File: config.mk
export PLATFORM = sky130hd
export DESIGN_NAME = pixel_blend_adjust_top
export DESIGN_NICKNAME = d
export VERILOG_FILES = /design/src/rtl/pba_pkg.sv /design/src/rtl/pba_lane.sv /design/src/rtl/pba_merge.sv /design/src/rtl/pixel_blend_adjust_top.sv
export SDC_FILE = /design/constraint.sdc
export NUM_CORES = 2
export LEC_CHECK = 0
export BUFFER_PORTS_ARGS = -buffer_cell sky130_fd_sc_hd__buf_2
export CAP_MARGIN = 20
export CORE_MARGIN = 3
export CORE_UTILIZATION = 70
export DETAILED_ROUTE_END_ITERATION = 8
export PLACE_DENSITY = 0.95
export SLEW_MARGIN = 0
export SYNTH_ARGS = -nofsm -noshare
export SYNTH_HDL_FRONTEND = slang
export SYNTH_SLANG_ARGS = --single-unit
export TNS_END_PERCENT = 5
File: constraint.sdc
create_clock -name aclk -period 16.5 [get_ports aclk]
set_input_delay 1.65 -clock aclk [delete_from_list [all_inputs] [get_ports aclk]]
set_output_delay 1.65 -clock aclk [all_outputs]
set_load 0.02 [all_outputs]
File: src/rtl/pba_pkg.sv
// ----------------------------------------------------------------------------
// pba_pkg
// Shared types and codes for the pixel blend / adjust datapath.
// ----------------------------------------------------------------------------
package pba_pkg;

    localparam int PIX_W    = 8;
    localparam int MODE_W   = 3;
    localparam int CHAN_W   = 2;
    localparam int AMOUNT_W = 10;
    localparam int CFG_IDX_W  = 2;
    localparam int CFG_DATA_W = 10;
    localparam int NUM_LANES  = 3;

    // mode register codes
    localparam logic [MODE_W-1:0] MODE_MULTIPLY  = 3'd0;
    localparam logic [MODE_W-1:0] MODE_SCREEN    = 3'd1;
    localparam logic [MODE_W-1:0] MODE_SUBTRACT  = 3'd2;
    localparam logic [MODE_W-1:0] MODE_OVERLAY   = 3'd3;
    localparam logic [MODE_W-1:0] MODE_ADD       = 3'd4;
    localparam logic [MODE_W-1:0] MODE_SCALE     = 3'd5;
    localparam logic [MODE_W-1:0] MODE_REPLICATE = 3'd6;

    // configuration register indexes
    localparam logic [CFG_IDX_W-1:0] CFG_MODE    = 2'd0;
    localparam logic [CFG_IDX_W-1:0] CFG_CHANNEL = 2'd1;
    localparam logic [CFG_IDX_W-1:0] CFG_AMOUNT  = 2'd2;

    // channel codes, also the lane numbers
    localparam logic [CHAN_W-1:0] CHAN_BLUE  = 2'd0;
    localparam logic [CHAN_W-1:0] CHAN_GREEN = 2'd1;
    localparam logic [CHAN_W-1:0] CHAN_RED   = 2'd2;

    typedef struct packed {
        logic [PIX_W-1:0] top_blue;
        logic [PIX_W-1:0] top_green;
        logic [PIX_W-1:0] top_red;
        logic [PIX_W-1:0] bottom_blue;
        logic [PIX_W-1:0] bottom_green;
        logic [PIX_W-1:0] bottom_red;
    } in_beat_t;

    typedef struct packed {
        logic [PIX_W-1:0] out_blue;
        logic [PIX_W-1:0] out_green;
        logic [PIX_W-1:0] out_red;
    } out_beat_t;

    // per-stage load enables handed to the lanes
    typedef struct packed {
        logic ld1;
        logic ld2;
        logic ld3;
    } pba_ctl_t;

endpackage

File: src/rtl/pba_lane.sv
// ----------------------------------------------------------------------------
// pba_lane
// One color channel: operand prep and multiply, divide-by-255 estimate,
// then rounding correction and final select. Three register stages.
// ----------------------------------------------------------------------------
module pba_lane (
    input  logic                                aclk,
    input  pba_pkg::pba_ctl_t                   ctl,
    input  logic [pba_pkg::MODE_W-1:0]          mode,
    input  logic [pba_pkg::AMOUNT_W-1:0]        amount,
    input  logic [pba_pkg::PIX_W-1:0]           top_i,
    input  logic [pba_pkg::PIX_W-1:0]           bot_i,
    output logic [pba_pkg::PIX_W-1:0]           res_o,
    output logic [pba_pkg::PIX_W-1:0]           top_o
);
    import pba_pkg::*;

    localparam logic [1:0] SEL_DIV = 2'd0;
    localparam logic [1:0] SEL_DIR = 2'd1;
    localparam logic [1:0] SEL_SCL = 2'd2;

    // stage 1 ----------------------------------------------------------------
    logic [7:0]         op_a;
    logic [7:0]         op_b;
    logic [9:0]         mul_b;
    logic               dbl;
    logic               inv;
    logic [1:0]         sel;
    logic [7:0]         dir;
    logic signed [10:0] add_sum;
    logic signed [18:0] prod;

    logic signed [18:0] prod1_reg;
    logic [7:0]         dir1_reg;
    logic [7:0]         top1_reg;
    logic [1:0]         sel1_reg;
    logic               dbl1_reg;
    logic               inv1_reg;

    always_comb begin
        op_a    = top_i;
        op_b    = bot_i;
        dbl     = 1'b0;
        inv     = 1'b0;
        sel     = SEL_DIR;
        dir     = top_i;
        add_sum = $signed({3'b000, top_i}) + $signed({amount[AMOUNT_W-1], amount});
        case (mode)
            MODE_MULTIPLY: begin
                sel = SEL_DIV;
            end
            MODE_SCREEN: begin
                // 255 - x is ~x on 8 bits
                op_a = ~top_i;
                op_b = ~bot_i;
                inv  = 1'b1;
                sel  = SEL_DIV;
            end
            MODE_SUBTRACT: begin
                dir = (top_i > bot_i) ? (top_i - bot_i) : 8'd0;
            end
            MODE_OVERLAY: begin
                sel = SEL_DIV;
                dbl = 1'b1;
                if (bot_i[7]) begin
                    op_a = ~top_i;
                    op_b = ~bot_i;
                    inv  = 1'b1;
                end
            end
            MODE_ADD: begin
                if (add_sum < 11'sd0) begin
                    dir = 8'd0;
                end else if (add_sum > 11'sd255) begin
                    dir = 8'd255;
                end else begin
                    dir = add_sum[7:0];
                end
            end
            MODE_SCALE: begin
                sel = SEL_SCL;
            end
            default: begin
                sel = SEL_DIR;
            end
        endcase
        mul_b = (mode == MODE_SCALE) ? amount : {2'b00, op_b};
        prod  = $signed({1'b0, op_a}) * $signed(mul_b);
    end

    always_ff @(posedge aclk) begin
        if (ctl.ld1) begin
            prod1_reg <= prod;
            dir1_reg  <= dir;
            top1_reg  <= top_i;
            sel1_reg  <= sel;
            dbl1_reg  <= dbl;
            inv1_reg  <= inv;
        end
    end

    // stage 2: n = x + 127, quotient estimate floor(n*257 / 2^16) ------------
    logic [17:0] n_wide;
    logic [24:0] n_mul;
    logic [7:0]  scl;
    logic [7:0]  dir2_next;

    logic [16:0] n2_reg;
    logic [8:0]  qe2_reg;
    logic [7:0]  dir2_reg;
    logic [7:0]  top2_reg;
    logic        div2_reg;
    logic        inv2_reg;

    always_comb begin
        n_wide = (dbl1_reg ? {prod1_reg[16:0], 1'b0} : {1'b0, prod1_reg[16:0]}) + 18'd127;
        n_mul  = {n_wide[16:0], 8'd0} + {8'd0, n_wide[16:0]};
        if (prod1_reg[18]) begin
            scl = 8'd0;
        end else if (|prod1_reg[17:8]) begin
            scl = 8'd255;
        end else begin
            scl = prod1_reg[7:0];
        end
        dir2_next = (sel1_reg == SEL_SCL) ? scl : dir1_reg;
    end

    always_ff @(posedge aclk) begin
        if (ctl.ld2) begin
            n2_reg   <= n_wide[16:0];
            qe2_reg  <= n_mul[24:16];
            dir2_reg <= dir2_next;
            top2_reg <= top1_reg;
            div2_reg <= (sel1_reg == SEL_DIV);
            inv2_reg <= inv1_reg;
        end
    end

    // stage 3: estimate is low by at most one ---------------------------------
    logic [16:0] qe_x255;
    logic [17:0] rem;
    logic [8:0]  q;
    logic [7:0]  res3_next;

    logic [7:0]  res3_reg;
    logic [7:0]  top3_reg;

    always_comb begin
        qe_x255   = {qe2_reg, 8'd0} - {8'd0, qe2_reg};
        rem       = {1'b0, n2_reg} - {1'b0, qe_x255};
        q         = qe2_reg + {8'd0, (rem >= 18'd255)};
        if (div2_reg) begin
            res3_next = inv2_reg ? ~q[7:0] : q[7:0];
        end else begin
            res3_next = dir2_reg;
        end
    end

    always_ff @(posedge aclk) begin
        if (ctl.ld3) begin
            res3_reg <= res3_next;
            top3_reg <= top2_reg;
        end
    end

    assign res_o = res3_reg;
    assign top_o = top3_reg;

endmodule

File: src/rtl/pba_merge.sv
// ----------------------------------------------------------------------------
// pba_merge
// Combines the three lane results with the pass-through pixel according to
// mode and selected channel, into the output register.
// ----------------------------------------------------------------------------
module pba_merge (
    input  logic                                            aclk,
    input  logic                                            ld,
    input  logic [pba_pkg::MODE_W-1:0]                      mode,
    input  logic [pba_pkg::CHAN_W-1:0]                      chan_sel,
    input  logic [pba_pkg::NUM_LANES-1:0][pba_pkg::PIX_W-1:0] lane_res,
    input  logic [pba_pkg::NUM_LANES-1:0][pba_pkg::PIX_W-1:0] lane_top,
    output pba_pkg::out_beat_t                              m_beat
);
    import pba_pkg::*;

    logic [NUM_LANES-1:0][PIX_W-1:0] pix;
    logic                            chan_ok;
    out_beat_t                       out_reg;

    always_comb begin
        pix     = lane_top;
        chan_ok = (chan_sel == CHAN_BLUE) || (chan_sel == CHAN_GREEN) ||
                  (chan_sel == CHAN_RED);
        if (mode inside {MODE_MULTIPLY, MODE_SCREEN, MODE_SUBTRACT, MODE_OVERLAY}) begin
            pix = lane_res;
        end else if (chan_ok) begin
            if (mode inside {MODE_ADD, MODE_SCALE}) begin
                pix[chan_sel] = lane_res[chan_sel];
            end else if (mode == MODE_REPLICATE) begin
                for (int i = 0; i < NUM_LANES; i++) begin
                    pix[i] = lane_top[chan_sel];
                end
            end
        end
    end

    always_ff @(posedge aclk) begin
        if (ld) begin
            out_reg.out_blue  <= pix[CHAN_BLUE];
            out_reg.out_green <= pix[CHAN_GREEN];
            out_reg.out_red   <= pix[CHAN_RED];
        end
    end

    assign m_beat = out_reg;

endmodule

File: src/rtl/pixel_blend_adjust_top.sv
// ----------------------------------------------------------------------------
// pixel_blend_adjust_top
// Per-pixel blend (multiply, screen, subtract, overlay) and single-channel
// adjust (add, scale, replicate) for 8-bit BGR pixels, one lane per channel.
//
//   channel   dir  handshake             payload
//   s_        in   s_valid / s_ready     in_beat_t  (top and bottom BGR)
//   m_        out  m_valid / m_ready     out_beat_t (result BGR)
//   cfg_      in   cfg_we                cfg_index, cfg_data
//
// One beat per clock sustained while m_ready stays high; an accepted beat
// passes four registers before m_valid rises: three lane stages (multiply,
// divide-by-255 estimate, rounding correction) and the merge/output register.
// Reset is synchronous on aresetn and clears the config and all valid bits.
// Each stage holds only while the stage after it is full and stalled, so
// bubbles are squeezed out under m_ready backpressure.
// ----------------------------------------------------------------------------
module pixel_blend_adjust_top (
    input  logic                                aclk,
    input  logic                                aresetn,
    input  logic                                s_valid,
    output logic                                s_ready,
    input  pba_pkg::in_beat_t                   s_beat,
    output logic                                m_valid,
    input  logic                                m_ready,
    output pba_pkg::out_beat_t                  m_beat,
    input  logic                                cfg_we,
    input  logic [pba_pkg::CFG_IDX_W-1:0]       cfg_index,
    input  logic [pba_pkg::CFG_DATA_W-1:0]      cfg_data
);
    import pba_pkg::*;

    logic [MODE_W-1:0]   mode_reg;
    logic [CHAN_W-1:0]   chan_reg;
    logic [AMOUNT_W-1:0] amount_reg;

    always_ff @(posedge aclk) begin
        if (!aresetn) begin
            mode_reg   <= MODE_MULTIPLY;
            chan_reg   <= CHAN_BLUE;
            amount_reg <= '0;
        end else if (cfg_we) begin
            case (cfg_index)
                CFG_MODE:    mode_reg   <= cfg_data[MODE_W-1:0];
                CFG_CHANNEL: chan_reg   <= cfg_data[CHAN_W-1:0];
                CFG_AMOUNT:  amount_reg <= cfg_data[AMOUNT_W-1:0];
                default:     ;
            endcase
        end
    end

    // pipeline valid bits and backward ready chain
    logic     v1_reg, v2_reg, v3_reg, v4_reg;
    logic     rdy1, rdy2, rdy3, rdy4;
    pba_ctl_t ctl;

    always_comb begin
        rdy4    = !v4_reg || m_ready;
        rdy3    = !v3_reg || rdy4;
        rdy2    = !v2_reg || rdy3;
        rdy1    = !v1_reg || rdy2;
        ctl.ld1 = rdy1;
        ctl.ld2 = rdy2;
        ctl.ld3 = rdy3;
    end

    always_ff @(posedge aclk) begin
        if (!aresetn) begin
            v1_reg <= 1'b0;
            v2_reg <= 1'b0;
            v3_reg <= 1'b0;
            v4_reg <= 1'b0;
        end else begin
            if (rdy1) v1_reg <= s_valid;
            if (rdy2) v2_reg <= v1_reg;
            if (rdy3) v3_reg <= v2_reg;
            if (rdy4) v4_reg <= v3_reg;
        end
    end

    assign s_ready = rdy1;
    assign m_valid = v4_reg;

    logic [NUM_LANES-1:0][PIX_W-1:0] top_px;
    logic [NUM_LANES-1:0][PIX_W-1:0] bot_px;
    logic [NUM_LANES-1:0][PIX_W-1:0] lane_res;
    logic [NUM_LANES-1:0][PIX_W-1:0] lane_top;

    always_comb begin
        top_px[CHAN_BLUE]  = s_beat.top_blue;
        top_px[CHAN_GREEN] = s_beat.top_green;
        top_px[CHAN_RED]   = s_beat.top_red;
        bot_px[CHAN_BLUE]  = s_beat.bottom_blue;
        bot_px[CHAN_GREEN] = s_beat.bottom_green;
        bot_px[CHAN_RED]   = s_beat.bottom_red;
    end

    for (genvar g = 0; g < NUM_LANES; g++) begin : g_lane
        pba_lane u_lane (
            .aclk   (aclk),
            .ctl    (ctl),
            .mode   (mode_reg),
            .amount (amount_reg),
            .top_i  (top_px[g]),
            .bot_i  (bot_px[g]),
            .res_o  (lane_res[g]),
            .top_o  (lane_top[g])
        );
    end

    pba_merge u_merge (
        .aclk     (aclk),
        .ld       (rdy4),
        .mode     (mode_reg),
        .chan_sel (chan_reg),
        .lane_res (lane_res),
        .lane_top (lane_top),
        .m_beat   (m_beat)
    );

endmodule

# After elaboration in Yosys (flattened, before gate mapping)
# Cells that the tools add are included.
[word_totals] reg_bits=332 in_bits=65 out_inout_bits=26 word_cells=192
[op_classes] n_eq_ne=11 mux=64 n_addsub=21 reduce_logical=24 mul=3 magnitude_cmp=14 n_bitwise=9
[ops] cell="$mux W8" count=33
[ops] cell="$pmux W8 S2" count=9
[ops] cell="$mux W24" count=4
[ops] cell="$add A25 B17 Y25" count=3
[ops] cell="$not A8 Y8" count=9
[ops] cell="$mul A9 B10 Y19" count=3
[ops] cell="$ge A18 B8 Y1 const B" count=3
[ops] cell="$sub A17 B17 Y18" count=3
[ops] cell="$add A17 B7 Y17 const B" count=3
[ops] cell="$mux W17" count=3
[ops] cell="$sub A17 B9 Y17" count=3
[ops] cell="$add A9 B10 Y11" count=3
[ops] cell="$gt A11 B9 Y1 const B" count=3
[ops] cell="$lt A11 B1 Y1 const B" count=3
[ops] cell="$bmux W8 S2" count=2
[ops] cell="$mux W10" count=3
[ops] cell="$reduce_or A10 Y1" count=3
[ops] cell="$add A8 B1 Y8" count=3
[ops] cell="$bwmux W24" count=1
[ops] cell="$gt A8 B8 Y1" count=3
[ops] cell="$sub A8 B8 Y8" count=3
[ops] cell="$demux W8 S2" count=1
[ops] cell="$eq A3 B3 Y1 const B" count=3
[ops] cell="$eq A2 B2 Y1 const B" count=3
[ops] cell="17 further kinds" count=36

# Longest topological paths before layout
[logic_depth] depth_word=8 depth_mapped=27 depth_no_buf=24

# Cells and area by module
# Synthesis repeated with hierarchy kept, for this count alone.
[hier_totals] cells_unflattened=3363 hier_area_um2=32257.2
[by_module_without_submodules] mod="pba_lane (g_lane[1].u_lane)" area_each_um2=10003.3 instances=1 cells_per_inst=1057
[by_module_without_submodules] mod="pba_lane (g_lane[2].u_lane)" area_each_um2=9868.2 instances=1 cells_per_inst=1017
[by_module_without_submodules] mod="pba_lane (g_lane[0].u_lane)" area_each_um2=9830.7 instances=1 cells_per_inst=1011
[by_module_without_submodules] mod="pba_merge" area_each_um2=1800.5 instances=1 cells_per_inst=199
[by_module_without_submodules] mod="pixel_blend_adjust_top" area_each_um2=754.5 instances=1 cells_per_inst=79

# Worst setup path before layout
# OpenSTA, ideal clock, no wires.
[synth_timing] kind="input port to flip-flop" startpoint="in s_beat[15] (netlist bit)" endpoint="reg g_lane[1].u_lane.prod1_reg[17] (data pin)" cell_stages=23 arrival_ps=7112 t_required_ps=16305 slack_ps=9193 path_cell_list="inv_1 > a21oi_1 > buf_1 > buf_2 > xnor2_1 > a21oi_1 > nand2_1 > fa_1 > fa_1 > inv_1 > ha_1 > inv_1 > fa_1 > inv_1 > ha_1 > a21o_1 > a21oi_1 > o21bai_1 > a31o_2 > a41oi_1 > a211o_1 > or4b_2 > o311ai_0"
[synth_via] elab_chain_cells=5
[synth_lines] item="from (decl)" line="pixel_blend_adjust_top.sv:23" source="input pba_pkg::in_beat_t s_beat,"
[synth_lines] item="$not A8 Y8" line="pba_lane.sv:55, pba_lane.sv:67"
[synth_lines] item="$mux W8" line="pba_lane.sv:65" source="if (bot_i[7]) begin"
[synth_lines] item="$pmux W8 S2" line="pba_lane.sv:48" source="case (mode)"
[synth_lines] item="$mux W10" line="pba_lane.sv:87" source="mul_b = (mode == MODE_SCALE) ? amount : {2'b00, op_b};"
[synth_lines] item="$mul A9 B10 Y19 *" line="pba_lane.sv:88" source="prod = $signed({1'b0, op_a}) * $signed(mul_b);"
[synth_lines] item="net g_lane[1].u_lane.prod[17]" line="pba_lane.sv:31" source="logic signed [18:0] prod;"
[synth_lines] item="to (signal assigned)" line="pba_lane.sv:93" source="prod1_reg <= prod;"
[synth_lines] item="to (decl)" line="pba_lane.sv:33" source="logic signed [18:0] prod1_reg;"
# The timed path passes the listed nets; every way through them passes the cells marked *.
# A chain may end at the register's enable or synchronous reset.

# Final worst setup path
[layout_timing] startpoint="reg mode_reg[1]" endpoint="reg g_lane[2].u_lane.prod1_reg[18] (data pin)"
[layout_via] elab_chain_cells=4
[layout_lines] item="from (decl)" line="pixel_blend_adjust_top.sv:33" source="logic [MODE_W-1:0] mode_reg;"
[layout_lines] item="from (signal assigned)" line="pixel_blend_adjust_top.sv:44" source="CFG_MODE: mode_reg <= cfg_data[MODE_W-1:0];"
[layout_lines] item="$eq A3 B2 Y1 / $eq A3 B1 Y1 (equally long branches)" line="pba_lane.sv:48"
[layout_lines] item="$pmux W8 S2" line="pba_lane.sv:48"
[layout_lines] item="$mux W10" line="pba_lane.sv:87"
[layout_lines] item="$mul A9 B10 Y19 *" line="pba_lane.sv:88"
[layout_lines] item="net g_lane[2].u_lane.prod[18]" line="pba_lane.sv:31"
[layout_lines] item="to (signal assigned)" line="pba_lane.sv:93"
[layout_lines] item="to (decl)" line="pba_lane.sv:33"
# Marked as above.

==> out/metrics.cfg <==
[worst_hold_path]
min_path_type=register to register

[routing]
firstDrtPassIters=9
routed_wl_mm=89.9
drt-initial-drc-count=3830
ant_nets=0
vias=26400
avgRoutedWirePerCell_um=22.7
viasPerCell=6.68
remaining_drc_errors=6

[logic_synthesis]
synth-edff-count=313
syn_avg_cell_area_um2=9.56
ys_seq_area_share_pct=30.9
synth_top_area_cell=edfxtp_1
synth_warnings=0
synth_cells=3306
syn-cell-area_mm2=0.0316
ys_ff_latch=332
syn_nets=3830
yosysUniqueCellTypes=97
async_reset_ff_share_pct=0
ys.flop_type=edfxtp_1
synth_area_leaders=edfxtp_1, fa_1, ha_1
synth_top_area_share_pct=29.7

[global_route]
grt_use_total_pct=37.5
grt_pass1_vias=26200
grt_pass1_wl_mm=140
gr-total-overflow=0
antenna_found_initial=5
grt_max_degree=89

[floorplan]
rows=77
start_util_pct=71.2
core_area_mm2=0.0444
dieWidth_um=219
die_y_um=219
pin_count=91
die_area_mm2=0.0478

[timing]
rsz0062_at_grt=false
setup_ws_ps=8720
setup_violations=0
worst_pin_slew_ps=1350
hold_ws_ps=417
period_share_pct=47.1
clock.fmax_ghz=0.129
drv_slew=0
hold_viol_final=0
skew_ps=20.6
finalCriticalPeriod_ps=7780
relSlewSlack_pct=9.83
finalSetupTns_ps=0

[place]
place_hpwl_mm=64.9
portBuffers=90
gp_congestion=1.00
dp.cells=3888
place_ws_ps=8770

[clock_network]
numCtsBuffers=35
path_clk_slew_ps=70
cts_setup_buffers=0
cts_sinks=332
ctsRootBufferMaster=clkbuf_16
htreeDepth=2
cts_tree=built
ctsHoldBuffers=0
insertion_delay_ps=550
cts.path.max_buffers=3
cts_resized=0

[worst_setup_path]
cp.required_ps=16810
arrival_ps=8090
critPathLaunchType=register
cp_common_cell=fa_1
cpPeakStageDelay_ps=910
crit_type=register to register
crit_slowest_cell=nand2_1
crit_chain=clkinv_1 -> nand2_1 -> nor2_1 -> a21oi_1 -> o22a_1 -> nand2_1 -> fa_1 -> inv_1 -> fa_1 -> inv_1 -> fa_1 -> fa_1 -> inv_1 -> ha_1 -> o21a_1 -> nor2_1 -> o21bai_1 -> a31o_2 -> a41oi_1 -> a21oi_1 -> o211ai_1
critPathCaptureType=register
cp_max_fo=28

[layout]
layout-drive-gt1-share_pct=7.17
layout_commonest_cell=inv_1
layout_common_cells=inv_1, edfxtp_1, nor2_1
n_fill_cell=2646
largest_reg_flops=57
stdcell_count=3961
finalNetCount=3860
area_growth_pct=6.68

[flow_run]
cap_violations=0

[run_status]
status=finished with violations
violations=DRC

[power_and_ir_drop]
p_leak_nw=15.1
p_per_area_mw_per_mm2=166
ir_worst_vdd_mv=0.133

==> power breakdown <==
group / internal (mW) / total [mW] / switching, mW / leakage [nW]
registers: 1.27 / 1.58 / 0.304 / 3.55
clock network: 0.475 / 0.826 / 0.351 / 0.579
logic: 1.33 / 3.19 / 1.86 / 11.0
==> logic make-up (layout without fill, tap and decap cells) <==
logic type / Yosys count / after routing / synth area share (%)
AND/OR/NAND/NOR: 922 / 922 / 14.0
other: 0 / 6 / 0
XOR/XNOR: 299 / 299 / 8.28
buffers and inverters: 554 / 611 / 6.75
flip-flops: 332 / 332 / 30.9
multiplexers: 70 / 70 / 2.31
AO/OA/AOI/OAI: 669 / 669 / 14.6
adder cells (fa/ha/maj): 460 / 460 / 23.1
==> worst max-delay path, delay by kind of cell, from the launching register on <==
kind | cells | cell delay (ps)
adders and majority gates | 5 | 2410
AOI/OAI and AO/OA | 8 | 2090
buffers and inverters | 4 | 730
DFF | 1 | 800
and+or+nand+nor | 4 | 1500
==> per-stage QoR <==
| stage | power, mW | instance area (um2) | utilization (%) |
|---|---|---|---|
| 3_5_place_dp | 4.57 | 32500 | 73.1 |
| 2_1_floorplan | 3.81 | 31600 | - |
| 5_1_grt | 5.93 | 33700 | 75.9 |
| 6_report | 5.59 | 33700 | 75.9 |
| 3_3_place_gp | 4.39 | 32500 | 73.1 |
| 4_1_cts | 5.47 | 33700 | 75.8 |
==> routing by layer <==
metal  part of all wire [%]  vias up  GRT usage (%)
met5                  0.067        -              0
met4                    7.4        2           21.5
met3                     12      532           8.65
li1                       -    11600              -
met1                     35    12400           46.1
met2                     46     1920           60.9
==> path summary, 6_finish.rpt <==
kind	from	cells after the start	slack (ps)	end
worst max-delay path	mode_reg[1]	21	8720	g_lane[2].u_lane.prod1_reg[18]
worst min-delay path	g_lane[2].u_lane.top2_reg[7]	0	420	g_lane[2].u_lane.top_o[7]
worst max register to register	mode_reg[1]	21	8720	g_lane[2].u_lane.prod1_reg[18]
worst min register to register	g_lane[2].u_lane.top2_reg[7]	0	420	g_lane[2].u_lane.top_o[7]
==> cell type report <==
cell class | count | area [um2] | share of cell area (%)
multi-input cells | 2420 | 19700 | 58.5
clock buffers | 39 | 891 | 2.64
clock inverters | 25 | 295 | 0.875
repair buffers | 110 | 641 | 1.90
diodes | 6 | 15.0 | 0.0445
flip-flops and latches | 332 | 9780 | 29.0
well taps | 592 | 741 | 2.20
inverters | 437 | 1640 | 4.87
==> cell usage after synthesis (35+ instances only) <==
| cell type | number |
|---|---|
| nor3_1 | 63 |
| inv_1 | 434 |
| mux2i_1 | 45 |
| nand3_1 | 44 |
| nor2_1 | 279 |
| xnor2_1 | 205 |
| edfxtp_1 | 313 |
| nor2b_1 | 73 |
| xor2_1 | 94 |
| o31ai_1 | 35 |
| a21oi_1 | 160 |
| a21o_1 | 71 |
| clkbuf_1 | 80 |
| fa_1 | 207 |
| nand2_1 | 257 |
| o21ai_0 | 98 |
| ha_1 | 252 |
Note: power is estimated with default switching activity, not from simulation.
